--- src/hw/rtl/utf8_to_latin1_cp1251_filter_unit_assert.svh ---
// Assertion macros for the UTF-8 to Latin-1 / Windows-1251 filter.
// Included by the top level; relies on clk and rst being in scope.
`ifndef UTF8_TO_LATIN1_CP1251_FILTER_UNIT_ASSERT_SVH
`define UTF8_TO_LATIN1_CP1251_FILTER_UNIT_ASSERT_SVH

// A condition that must hold at every clock edge outside reset.
`define U8FLT_ASSERT_ALWAYS(label, cond, msg) \
  label: assert property (@(posedge clk) disable iff (rst) (cond)) else $error(msg);

// A condition that must hold in the cycle after a trigger.
`define U8FLT_ASSERT_NEXT(label, trig, cond, msg) \
  label: assert property (@(posedge clk) disable iff (rst) (trig) |=> (cond)) \
    else $error(msg);

`endif

--- src/hw/rtl/u8flt_pkg.sv ---
// Shared types, constants and the character conversion function of the filter.
// No dependencies.
`default_nettype none

package u8flt_pkg;

  localparam int unsigned QUEUE_DEPTH = 4;

  localparam logic [7:0] BACKSLASH   = 8'h5c;
  localparam logic [7:0] ERASED      = 8'h1f;
  localparam logic [7:0] DQUOTE      = 8'h22;
  localparam logic [7:0] APOSTROPHE  = 8'h27;
  localparam logic [7:0] QUESTION    = 8'h3f;
  localparam logic [7:0] SLASH       = 8'h2f;
  localparam logic [7:0] LATIN_LO    = 8'hc2;
  localparam logic [7:0] LATIN_HI    = 8'hc3;
  localparam logic [7:0] CYR_LO      = 8'hd0;
  localparam logic [7:0] CYR_HI      = 8'hd3;
  localparam logic [10:0] CYR_MAX    = 11'h491;
  localparam logic [10:0] LATIN_LIM  = 11'h100;
  localparam logic [7:0] CYR_OFFSET  = 8'h50;
  localparam int unsigned CYR_EXC_N  = 29;

  localparam logic [10:0] CYR_CODE [CYR_EXC_N] = '{
    11'h401, 11'h402, 11'h403, 11'h404, 11'h405, 11'h406, 11'h407, 11'h408,
    11'h409, 11'h40a, 11'h40b, 11'h40c, 11'h40e, 11'h40f, 11'h452, 11'h451,
    11'h453, 11'h454, 11'h455, 11'h456, 11'h457, 11'h458, 11'h459, 11'h45a,
    11'h45b, 11'h45c, 11'h45f, 11'h490, 11'h491
  };
  localparam logic [7:0] CYR_BYTE [CYR_EXC_N] = '{
    8'ha8, 8'h80, 8'h81, 8'haa, 8'hbd, 8'h49, 8'haf, 8'ha3,
    8'h8a, 8'h8c, 8'h8e, 8'h8d, 8'ha1, 8'h8f, 8'h90, 8'hb8,
    8'h83, 8'hba, 8'hbe, 8'h69, 8'hbf, 8'h6a, 8'h9a, 8'h9c,
    8'h9e, 8'h9d, 8'h9f, 8'ha5, 8'hb4
  };

  // One output character: either a byte passed on as it is, or a UTF-8 lead
  // with its continuation byte still to be converted.
  typedef struct packed {
    logic       conv;
    logic [7:0] lead;
    logic [7:0] data;
  } slot_t;

  typedef struct packed {
    slot_t s0;
    slot_t s1;
    logic  two;
    logic  last;
    logic  cyr;
  } entry_t;

  typedef struct packed {
    logic hold_bs;
    logic hold_lead;
  } front_status_t;

  function automatic logic [7:0] utf8_convert(input logic [7:0] lead,
                                              input logic [7:0] cont);
    logic [10:0] code;
    logic [7:0]  res;
    code = {lead[4:0], cont[5:0]};
    res  = code[7:0] - CYR_OFFSET;
    if (lead <= LATIN_HI) begin
      res = (code >= LATIN_LIM) ? ERASED : code[7:0];
    end else if (code > CYR_MAX) begin
      res = ERASED;
    end else begin
      for (int i = 0; i < CYR_EXC_N; i++) begin
        if (code == CYR_CODE[i]) begin
          res = CYR_BYTE[i];
        end
      end
    end
    return res;
  endfunction

endpackage

`default_nettype wire

--- src/hw/rtl/u8flt_front.sv ---
// Input side of the filter: escape and UTF-8 lead tracking, builds queue entries.
// Depends on u8flt_pkg.
`default_nettype none

module u8flt_front (
  input  logic                      clk,
  input  logic                      rst,
  input  logic                      s_tvalid,
  output logic                      s_tready,
  input  logic [7:0]                in_byte,
  input  logic                      is_last,
  input  logic                      clear_flag,
  input  logic                      q_full,
  output logic                      push,
  output u8flt_pkg::entry_t         entry,
  output u8flt_pkg::front_status_t  status
);
  import u8flt_pkg::*;

  logic       held_backslash;
  logic       held_lead_valid;
  logic [7:0] held_lead;
  logic       cyrillic_flag;

  logic       held_backslash_next;
  logic       held_lead_valid_next;
  logic [7:0] held_lead_next;
  logic       cyrillic_flag_next;

  logic       accept;
  logic       flag_c;
  logic       b_esc;
  logic       b_lead;
  logic       b_bs;
  logic       f_emit;
  logic       f_hold_bs;
  logic       f_hold_lead;
  slot_t      f_slot;
  slot_t      raw_b;
  slot_t      s0;
  slot_t      s1;
  logic       any;
  logic       two;

  assign s_tready = !q_full;
  assign accept   = s_tvalid && s_tready;
  assign push     = accept && any;
  assign status   = '{hold_bs: held_backslash, hold_lead: held_lead_valid};

  always_comb begin
    flag_c = clear_flag ? 1'b0 : cyrillic_flag;
    b_bs   = (in_byte == BACKSLASH);
    b_esc  = (in_byte == DQUOTE) || (in_byte == APOSTROPHE) || b_bs ||
             (in_byte == QUESTION) || (in_byte == SLASH);
    b_lead = ((in_byte >= LATIN_LO) && (in_byte <= LATIN_HI)) ||
             ((in_byte >= CYR_LO) && (in_byte <= CYR_HI));
    raw_b  = '{conv: 1'b0, lead: in_byte, data: in_byte};

    // Handling of a byte that starts afresh.
    f_emit      = 1'b1;
    f_hold_bs   = 1'b0;
    f_hold_lead = 1'b0;
    f_slot      = raw_b;
    if (b_bs) begin
      if (!is_last) begin
        f_emit    = 1'b0;
        f_hold_bs = 1'b1;
      end
    end else if (b_lead) begin
      if (is_last) begin
        f_slot = '{conv: 1'b1, lead: in_byte, data: 8'h00};
      end else begin
        f_emit      = 1'b0;
        f_hold_lead = 1'b1;
      end
    end

    s0                   = f_slot;
    s1                   = f_slot;
    any                  = 1'b0;
    two                  = 1'b0;
    held_backslash_next  = held_backslash;
    held_lead_valid_next = held_lead_valid;
    held_lead_next       = in_byte;

    if (held_lead_valid && held_backslash) begin
      any = 1'b1;
      s0  = '{conv: 1'b1, lead: held_lead, data: b_esc ? ERASED : BACKSLASH};
      if (b_esc) begin
        s1                   = raw_b;
        two                  = 1'b1;
        held_backslash_next  = 1'b0;
        held_lead_valid_next = 1'b0;
      end else begin
        two                  = f_emit;
        held_backslash_next  = f_hold_bs;
        held_lead_valid_next = f_hold_lead;
      end
    end else if (held_lead_valid) begin
      held_lead_next = held_lead;
      if (b_bs && !is_last) begin
        held_backslash_next = 1'b1;
      end else begin
        any                  = 1'b1;
        s0                   = '{conv: 1'b1, lead: held_lead, data: in_byte};
        held_lead_valid_next = 1'b0;
      end
    end else if (held_backslash) begin
      any = 1'b1;
      if (b_esc) begin
        s0                  = '{conv: 1'b0, lead: ERASED, data: ERASED};
        s1                  = raw_b;
        two                 = 1'b1;
        held_backslash_next = 1'b0;
      end else begin
        s0                   = '{conv: 1'b0, lead: BACKSLASH, data: BACKSLASH};
        two                  = f_emit;
        held_backslash_next  = f_hold_bs;
        held_lead_valid_next = f_hold_lead;
      end
    end else begin
      any                  = f_emit;
      held_backslash_next  = f_hold_bs;
      held_lead_valid_next = f_hold_lead;
    end

    cyrillic_flag_next = flag_c ||
                         (any && s0.conv && (s0.lead >= CYR_LO)) ||
                         (two && s1.conv && (s1.lead >= CYR_LO));
    entry = '{s0: s0, s1: s1, two: two, last: is_last, cyr: cyrillic_flag_next};
  end

  always_ff @(posedge clk) begin
    if (rst) begin
      held_backslash  <= 1'b0;
      held_lead_valid <= 1'b0;
      held_lead       <= 8'h00;
      cyrillic_flag   <= 1'b0;
    end else if (accept) begin
      held_backslash  <= held_backslash_next;
      held_lead_valid <= held_lead_valid_next;
      held_lead       <= held_lead_next;
      cyrillic_flag   <= cyrillic_flag_next;
    end
  end

endmodule

`default_nettype wire

--- src/hw/rtl/u8flt_queue.sv ---
// Short first-in first-out queue of entries between the front and back parts.
// Depends on u8flt_pkg.
`default_nettype none

module u8flt_queue #(
  parameter int unsigned Depth = u8flt_pkg::QUEUE_DEPTH
) (
  input  logic               clk,
  input  logic               rst,
  input  logic               push,
  input  u8flt_pkg::entry_t  push_entry,
  input  logic               pop,
  output u8flt_pkg::entry_t  head,
  output logic               full,
  output logic               empty
);
  import u8flt_pkg::*;

  localparam int unsigned PtrW = (Depth > 1) ? $clog2(Depth) : 1;
  localparam int unsigned CntW = $clog2(Depth + 1);
  localparam logic [PtrW-1:0] LastPtr = PtrW'(Depth - 1);

  entry_t          store [Depth];
  logic [PtrW-1:0] wr_ptr;
  logic [PtrW-1:0] rd_ptr;
  logic [CntW-1:0] count;
  logic            do_push;
  logic            do_pop;

  assign full    = (count == CntW'(Depth));
  assign empty   = (count == '0);
  assign do_push = push && !full;
  assign do_pop  = pop && !empty;
  assign head    = store[rd_ptr];

  always_ff @(posedge clk) begin
    if (do_push) begin
      store[wr_ptr] <= push_entry;
    end
  end

  always_ff @(posedge clk) begin
    if (rst) begin
      wr_ptr <= '0;
      rd_ptr <= '0;
      count  <= '0;
    end else begin
      if (do_push) begin
        wr_ptr <= (wr_ptr == LastPtr) ? '0 : wr_ptr + 1'b1;
      end
      if (do_pop) begin
        rd_ptr <= (rd_ptr == LastPtr) ? '0 : rd_ptr + 1'b1;
      end
      if (do_push && !do_pop) begin
        count <= count + 1'b1;
      end else if (do_pop && !do_push) begin
        count <= count - 1'b1;
      end
    end
  end

endmodule

`default_nettype wire

--- src/hw/rtl/u8flt_back.sv ---
// Output side of the filter: converts each character of an entry and drives
// the registered output stream. Depends on u8flt_pkg.
`default_nettype none

module u8flt_back (
  input  logic               clk,
  input  logic               rst,
  input  u8flt_pkg::entry_t  head,
  input  logic               q_empty,
  output logic               pop,
  output logic               mid_entry,
  output logic               m_tvalid,
  input  logic               m_tready,
  output logic [7:0]         out_byte,
  output logic               out_last,
  output logic               cyrillic_seen
);
  import u8flt_pkg::*;

  logic       second;
  logic       load;
  logic       emit;
  logic       final_slot;
  slot_t      cur;
  logic [7:0] cur_byte;

  assign load       = !m_tvalid || m_tready;
  assign emit       = load && !q_empty;
  assign cur        = second ? head.s1 : head.s0;
  assign cur_byte   = cur.conv ? utf8_convert(cur.lead, cur.data) : cur.data;
  assign final_slot = second || !head.two;
  assign pop        = emit && final_slot;
  assign mid_entry  = second;

  always_ff @(posedge clk) begin
    if (rst) begin
      m_tvalid <= 1'b0;
      second   <= 1'b0;
    end else if (load) begin
      m_tvalid <= !q_empty;
      if (emit) begin
        second <= !final_slot;
      end
    end
  end

  always_ff @(posedge clk) begin
    if (emit) begin
      out_byte      <= cur_byte;
      out_last      <= head.last && final_slot;
      cyrillic_seen <= head.cyr;
    end
  end

endmodule

`default_nettype wire

--- src/hw/rtl/utf8_to_latin1_cp1251_filter_unit.sv ---
// Top level of the UTF-8 to Latin-1 / Windows-1251 text filter.
// Depends on u8flt_pkg, u8flt_front, u8flt_queue, u8flt_back and the assert header.
//
//   Channel   Direction  Contents
//   s_*       in         tdata = in_byte[7:0], tlast = is_last, tuser = clear_flag
//   m_*       out        tdata = out_byte[7:0], tlast = out_last, tuser = cyrillic_seen
//
// A byte is taken every cycle while the queue has room.
// An item that yields two characters is sent as two output bytes, one per
// character; the output therefore sets the sustained rate for such items.
// An input byte passes through the queue and then the output register.
// Reset clears the held escape and lead state, the Cyrillic flag and the queue.
`default_nettype none
`include "utf8_to_latin1_cp1251_filter_unit_assert.svh"

module utf8_to_latin1_cp1251_filter_unit #(
  parameter int unsigned QueueDepth = u8flt_pkg::QUEUE_DEPTH
) (
  input  logic       clk,
  input  logic       rst,
  input  logic       s_tvalid,
  output logic       s_tready,
  input  logic [7:0] s_tdata,   // in_byte[7:0]
  input  logic       s_tlast,
  input  logic       s_tuser,   // clear_flag
  output logic       m_tvalid,
  input  logic       m_tready,
  output logic [7:0] m_tdata,   // out_byte[7:0]
  output logic       m_tlast,
  output logic       m_tuser    // cyrillic_seen
);
  import u8flt_pkg::*;

  logic          push;
  logic          pop;
  logic          q_full;
  logic          q_empty;
  logic          mid_entry;
  entry_t        push_entry;
  entry_t        head;
  front_status_t front_status;

  u8flt_front u_front (
    .clk        (clk),
    .rst        (rst),
    .s_tvalid   (s_tvalid),
    .s_tready   (s_tready),
    .in_byte    (s_tdata),
    .is_last    (s_tlast),
    .clear_flag (s_tuser),
    .q_full     (q_full),
    .push       (push),
    .entry      (push_entry),
    .status     (front_status)
  );

  u8flt_queue #(
    .Depth (QueueDepth)
  ) u_queue (
    .clk        (clk),
    .rst        (rst),
    .push       (push),
    .push_entry (push_entry),
    .pop        (pop),
    .head       (head),
    .full       (q_full),
    .empty      (q_empty)
  );

  u8flt_back u_back (
    .clk           (clk),
    .rst           (rst),
    .head          (head),
    .q_empty       (q_empty),
    .pop           (pop),
    .mid_entry     (mid_entry),
    .m_tvalid      (m_tvalid),
    .m_tready      (m_tready),
    .out_byte      (m_tdata),
    .out_last      (m_tlast),
    .cyrillic_seen (m_tuser)
  );

  `U8FLT_ASSERT_ALWAYS(a_no_overflow, !(push && q_full), "entry pushed into a full queue")
  `U8FLT_ASSERT_ALWAYS(a_mid_entry, !mid_entry || (!q_empty && head.two), "second character without a two-character entry")
  `U8FLT_ASSERT_NEXT(a_flush, s_tvalid && s_tready && s_tlast, !front_status.hold_bs && !front_status.hold_lead, "state held after the last byte of a string")

endmodule

`default_nettype wire
--- config.mk ---
export PLATFORM = sky130hd
export DESIGN_NAME = utf8_to_latin1_cp1251_filter_unit
export DESIGN_NICKNAME = d
export VERILOG_FILES = /design/src/hw/rtl/u8flt_pkg.sv /design/src/hw/rtl/u8flt_front.sv /design/src/hw/rtl/u8flt_queue.sv /design/src/hw/rtl/u8flt_back.sv /design/src/hw/rtl/utf8_to_latin1_cp1251_filter_unit.sv
export VERILOG_INCLUDE_DIRS = /design/src /design/src/hw/rtl
export SDC_FILE = /design/constraint.sdc
export NUM_CORES = 1
export LEC_CHECK = 0
export BUFFER_PORTS_ARGS = -buffer_cell sky130_fd_sc_hd__buf_2
export CORE_ASPECT_RATIO = 1.75
export CORE_MARGIN = 4
export CORE_UTILIZATION = 53
export DETAILED_ROUTE_END_ITERATION = 8
export PLACE_DENSITY = 0.77
export SETUP_SLACK_MARGIN = 0.5
export SYNTH_ARGS = -nofsm -noshare
export SYNTH_HDL_FRONTEND = slang
export SYNTH_SLANG_ARGS = --single-unit
--- constraint.sdc ---
create_clock -name clk -period 4.1 [get_ports clk]
set_input_delay 0.41 -clock clk [delete_from_list [all_inputs] [get_ports clk]]
set_output_delay 0.41 -clock clk [all_outputs]
set_load 0.02 [all_outputs]
# --- After elaboration in Yosys (flattened, before gate mapping) ---
# Memories as Yosys holds them, arrays and structs flattened. A register that Yosys moved wholly into a read port is not among the register bits.
# Cells that the tools add are included.
totals:
  register_bits: 30
  mem_bits_rw: 148
  inputBits: 14
  output_inout_bits: 12
  elab_cells: 188
  mem_count: 1
mem_list:
  columns: ["memory", "words", "word_bits", "rd", "rd_ports_with_merged_regs", "write_ports", "line_no", "source"]
  rows:
  - ["u_queue.store", 4, 37, 1, 1, 1, "u8flt_queue.sv:23", "entry_t store [Depth];"]
classes:
  add_sub_neg: 5
  magnitude_cmp: 9
  eq_ne: 39
  muxes: 83
  reduce_logical: 39
op_table:
  columns: ["op", "n"]
  rows:
  - ["$eq 11x11->1 const B", 29]
  - ["$mux 8", 35]
  - ["$mux 17", 12]
  - ["$eq 8x6->1 const B", 4]
  - ["$ge 8x8->1 const B", 4]
  - ["$mux 1", 28]
  - ["$le 8x8->1 const B", 3]
  - ["$logic_and 1x1->1", 17]
  - ["$mux 15", 1]
  - ["$ge 11x9->1 const B", 1]
  - ["$gt 11x11->1 const B", 1]
  - ["$logic_or 1x1->1", 9]
  - ["$eq 8x7->1 const B", 1]
  - ["$logic_not 1->1", 8]
  - ["$mux 2", 4]
  - ["$sub 8x7->8 const B", 1]
  - ["$mux 7", 1]
  - ["$mux 3", 2]
  - ["$reduce_and 2->1", 3]
  - ["$add 2x1->2 const B", 2]
  - ["$eq 2x2->1 const B", 2]
  - ["$add 3x1->3 const B", 1]
  - ["$eq 3x3->1 const B", 1]
  - ["$logic_not 3->1", 1]
  - ["4 further kinds", 4]

# --- Longest topological paths before layout ---
depth:
  ltp_word: 34
  depth_mapped: 15
  mapped_depth_nobuf: 12

# --- Hierarchy ---
# From an unflattened synthesis, not the netlist that was laid out.
hier_totals:
  cells_unflattened: 648
  area_unflattened_um2: 8989.9
by_module_without_submodules:
  columns: ["mod", "n_inst", "cells_per_inst", "area_each_um2", "seq_area_each_um2"]
  rows:
  - ["u8flt_queue", 1, 243, 5841.9, 4624.4]
  - ["u8flt_back", 1, 267, 2042.0, 340.3]
  - ["u8flt_front", 1, 138, 1106.1, 220.2]

# --- Worst setup path before layout ---
# Ideal clock, no wire load.
synth_path:
  path_kind: "reg-to-reg"
  start: "register (tool-made name)"
  end: "register u_back.out_byte[7], data pin"
  setup_time_ns: 0.167
  arrival_ns: 3.005
  required_time_ns: 3.933
  setup_slack_ns: 0.928
  path_stages_with_launch: 14
  path_buffers: 4
  synth_period_minus_slack_ns: 3.172
  path_cell_list: "dfxtp_1 buf_6 buf_6 buf_6 mux4_2 mux2i_2 ha_1 nand4_2 or3b_1 buf_2 o22a_1 nor2_2 o31ai_1 a211oi_1"
synth_rtl:
  columns: ["element", "line_no", "source"]
  rows:
  - ["end signal, assigned", "u8flt_back.sv:49", "out_byte <= cur_byte;"]
  - ["end, declared", "u8flt_back.sv:14", "output logic [7:0] out_byte,"]

# --- Final worst setup path ---
layout_path:
  start: "register u_back.second, in the netlist u_back.mid_entry"
  end: "register u_back.out_byte[2], data pin"
layout_between:
  elab_chain_cells: 34
  elab_cells_between_ends: 67
  cone_classes: "1 x add/sub; 3 x order compare; 29 x eq/ne; 34 x mux"
layout_rtl:
  columns: ["element", "line_no", "source"]
  rows:
  - ["start, declared", "u8flt_back.sv:20", "logic second;"]
  - ["start signal, assigned", "u8flt_back.sv:42", "second <= !final_slot;"]
  - ["$mux 17 *", "u8flt_back.sv:29", "assign cur = second ? head.s1 : head.s0;"]
  - ["$sub 8x7->8 or $eq 11x11->1 (tied branches)", "u8flt_pkg.sv:63, u8flt_pkg.sv:70", null]
  - ["$mux 8 (29 in a row)", "u8flt_pkg.sv:70", "if (code == CYR_CODE[i]) begin"]
  - ["$mux 8", "u8flt_pkg.sv:66", "end else if (code > CYR_MAX) begin"]
  - ["$mux 8", "u8flt_pkg.sv:64", "if (lead <= LATIN_HI) begin"]
  - ["$mux 8 *", "u8flt_back.sv:30", "assign cur_byte = cur.conv ? utf8_convert(cur.lead, cur.data) : cur.data;"]
  - ["net u_back.cur_byte[2]", "u8flt_back.sv:25", "logic [7:0] cur_byte;"]
# Mark *: on every way through the listed nets, which the timed path passes. The rest lies on a longest branch.
# A chain may end at the register's enable or synchronous reset.

==> flow_summary.yaml <==
route:
  vias: 5285
  drt_pre_antenna_iters: 6
  ant_nets: 0
  wl_um: 19130
  drc_errors: 0
  via_per_inst: 6.429
  drtIter0Drc: 545
  wl_per_cell_um: 23.27
synth:
  yosysWarnings: 0
  async_flop_share_pct: 0
  ys.flop_type: "edfxtp_1"
  yosys.area.top_type: "edfxtp_1"
  synthCells: 594
  ys_types: 82
  avgSynthCellArea_um2: 13.86
  syn_area_um2: 8232
  syn-num-nets: 617
  synth_edf_count: 158
  ys_ff_latch: 180
  yosysSeqAreaShare_pct: 62.99
  yosysTopAreaCellShare_pct: 57.64
  synthTopCellsByArea: "edfxtp_1, mux4_2, dfxtp_1"
sta:
  finalHoldViolCount: 0
  min_period_over_period_pct: 83.63
  holdWs_ns: 0.2496
  rsz0062_at_grt: "false"
  setup_tns_ns: 0
  worstMarginPinSlew_ns: 0.8207
  fin_ws_ns: 0.6712
  fmax_mhz: 291.7
  min_period_ns: 3.429
  slew_viol_final: 0
  slew_headroom_pct: 45.21
  clock_skew_ns: 0.01258
  setup_violations: 0
global_routing:
  antenna_found_initial: 0
  grt_pass1_wl_um: 30310
  grt_pass1_vias: 5473
  overflow: 0
  grt_max_degree: 38
  grt.total_usage_pct: 22.82
clock_tree:
  clk_pin_slew_ns: 0.07
  clock_latency_ns: 0.43
  numCtsBuffers: 17
  cts_setup_buffers: 0
  cts_max_path_buffers: 2
  htree_levels: 4
  cts_root_buffer: "clkbuf_16"
  cts.sinks: 180
  cts_tree: "built"
  cts.hold.buffers_added: 0
power:
  switching_share_pct: 36.90
  p_int_mw: 4.075
  comb_power_share_pct: 36.2
  switching_power_mw: 2.383
  peakVddDrop_uv: 466.7
  pwr-share-clk_pct: 25.9
  power_density_nw_per_um2: 700.2
  power_leakage_nw: 3.110
  total_power_mw: 6.458
  seqPwrFrac_pct: 37.9
placement:
  pre_cts_ws_ns: 0.3501
  gp_congestion: 1.009
  portBuffers: 25
  placed_cells: 790
  detailed_place_hpwl_um: 12940
hold_path:
  hp-start: "m_tready"
  hold_class: "input port to flop"
  holdPathEnd: "u_back.m_tvalid$_SDFFE_PP0N_"
  hold_depth: 4
worst_setup_path:
  r2r-start: "u_back.mid_entry$_SDFFE_PP0P_"
  r2r_end: "u_back.out_byte[2]$_DFFE_PP_"
  worst_setup_path_end_kind: "flop"
  start_kind: "flop"
  cp.required_ns: 4.36
  cp.arrival_ns: 3.69
  critPathMaxFanout: 15
  reg2reg_setup_slack_ns: 0.67
  critPathKind: "flop to flop"
  reg2reg_depth: 10
  startpoint: "u_back.mid_entry$_SDFFE_PP0P_"
finish:
  area_delta_synth_final_pct: 12.04
  antenna_cells: 0
  drive_above_1_share_pct: 21.38
  nets: 646
  fin_cells: 822
floorplanning:
  std_cell_rows: 60
  die_h_um: 172.9
  coreArea_um2: 15310
  io_pins: 26
  initial_utilization_pct: 53.75
  dieArea_um2: 17670
  die_width_um: 102.2
status:
  status: "finished clean"
job:
  drv_cap: 0
-- what timing repair did --
| action | in CTS | in global routing |
|---|---|---|
| resized for setup | 2 | 7 |
| cloned | 0 | 0 |
| endpoints found under the setup margin | 7 | 8 |
-- power groups by stage --
stage | clock [mW] | sequential (mW) | combinational (mW)
floorplan | 0 | 2.46 | 1.70
global placement | 0 | 2.47 | 2.20
detailed placement | 0 | 2.48 | 2.25
CTS | 1.69 | 2.45 | 2.28
global route | 1.78 | 2.47 | 2.52
finish | 1.67 | 2.45 | 2.34
-- metal layers --
metal	wire (um)	global-route usage (%)	vias to the layer above
met5	0	0	-
met4	597	9.414	0
met3	822	3.028	44
met2	11060	42.32	223
met1	6643	25.45	2632
li1	-	-	2386
-- Yosys cell counts (12+ instances only) --
| library cell | count |
|---|---|
| nand2_1 | 29 |
| mux2i_1 | 17 |
| edfxtp_1 | 158 |
| mux4_2 | 22 |
| nor3_1 | 15 |
| inv_1 | 17 |
| clkbuf_1 | 14 |
| buf_2 | 12 |
| nor2_1 | 53 |
| a21oi_1 | 28 |
| o21ai_0 | 26 |
| dfxtp_1 | 22 |
-- area by class of cell --
type	instances	area, um2
fill	1156	6092
sequential	180	5192
multi-input combinational	364	2844
clock buffer	17	425.4
timing repair buffer	42	260.3
tap	186	232.7
clock inverter	15	200.2
inverter	18	67.56
-- worst max-delay path, cell delays in order (launching register included) --
cell and delay, ns:
dfxtp_1 0.86, buf_4 0.35, nand2b_1 0.16, o22a_1 0.25, nand3_1 0.26, nor3_4 0.42
buf_4 0.24, nor2_1 0.09, o31ai_1 0.35, nor3_1 0.10, o22ai_1 0.18
-- cell families (layout without fill, tap and decap cells) --
logic type	after synthesis	in the layout	synth area share [%]
compound gates	129	129	10.66
xor+xnor	4	4	0.4257
fa+ha+maj	9	9	1.459
buf+inv	50	92	2.918
flops	180	180	62.99
mux	55	55	11.11
simple gates	167	167	10.44
-- sequential cells by signal, indices dropped and copies added (netlist names), named ones only --
signal                   cells
u_front.held_lead            8
u_queue.rd_ptr               2
u_queue.count                3
u_front.held_backslash       1
u_back.out_byte              8
u_back.m_tvalid              1
u_back.cyrillic_seen         1
u_back.mid_entry             1
u_front.held_lead_valid      1
u_queue.store              148
u_back.out_last              1
u_queue.wr_ptr               2
u_front.cyrillic_flag        1
-- stage by stage --
step	cell area [um2]	utilization, %
6_report	9223	60.22
2_1_floorplan	8232	-
4_1_cts	9184	59.97
5_1_grt	9223	60.22
3_5_place_dp	8552	55.84
3_3_place_gp	8552	55.84
-- worst max-delay path by stage --
stage | slack (ns) | endpoint | cells after the start
finish | 0.67 | u_back.out_byte[2]$_DFFE_PP_ | 10
global route | 0.54 | u_back.out_byte[4]$_DFFE_PP_ | 10
CTS | 0.52 | u_back.out_byte[3]$_DFFE_PP_ | 10
detailed placement | 0.35 | u_back.out_byte[3]$_DFFE_PP_ | 10
global placement | 0.34 | u_back.out_byte[3]$_DFFE_PP_ | 10
floorplan | 0.93 | u_back.out_byte[7]$_DFFE_PP_ | 13
-- placed cells by master (no fill, tap or decap), types with 8 or more instances in the layout --
cell       instances
buf_2             25
mux2_2             9
nand3_1           10
nor3_1            14
nand2b_1           8
o211ai_1           8
mux4_2            22
clkbuf_16         17
inv_1             17
a21oi_1           28
nand2_1           29
dfxtp_1           20
o21ai_0           26
nor2_1            53
edfxtp_1         158
mux2i_1           17
ha_1               8
buf_4             16
No activity file was read; power rests on OpenSTA's default activity.
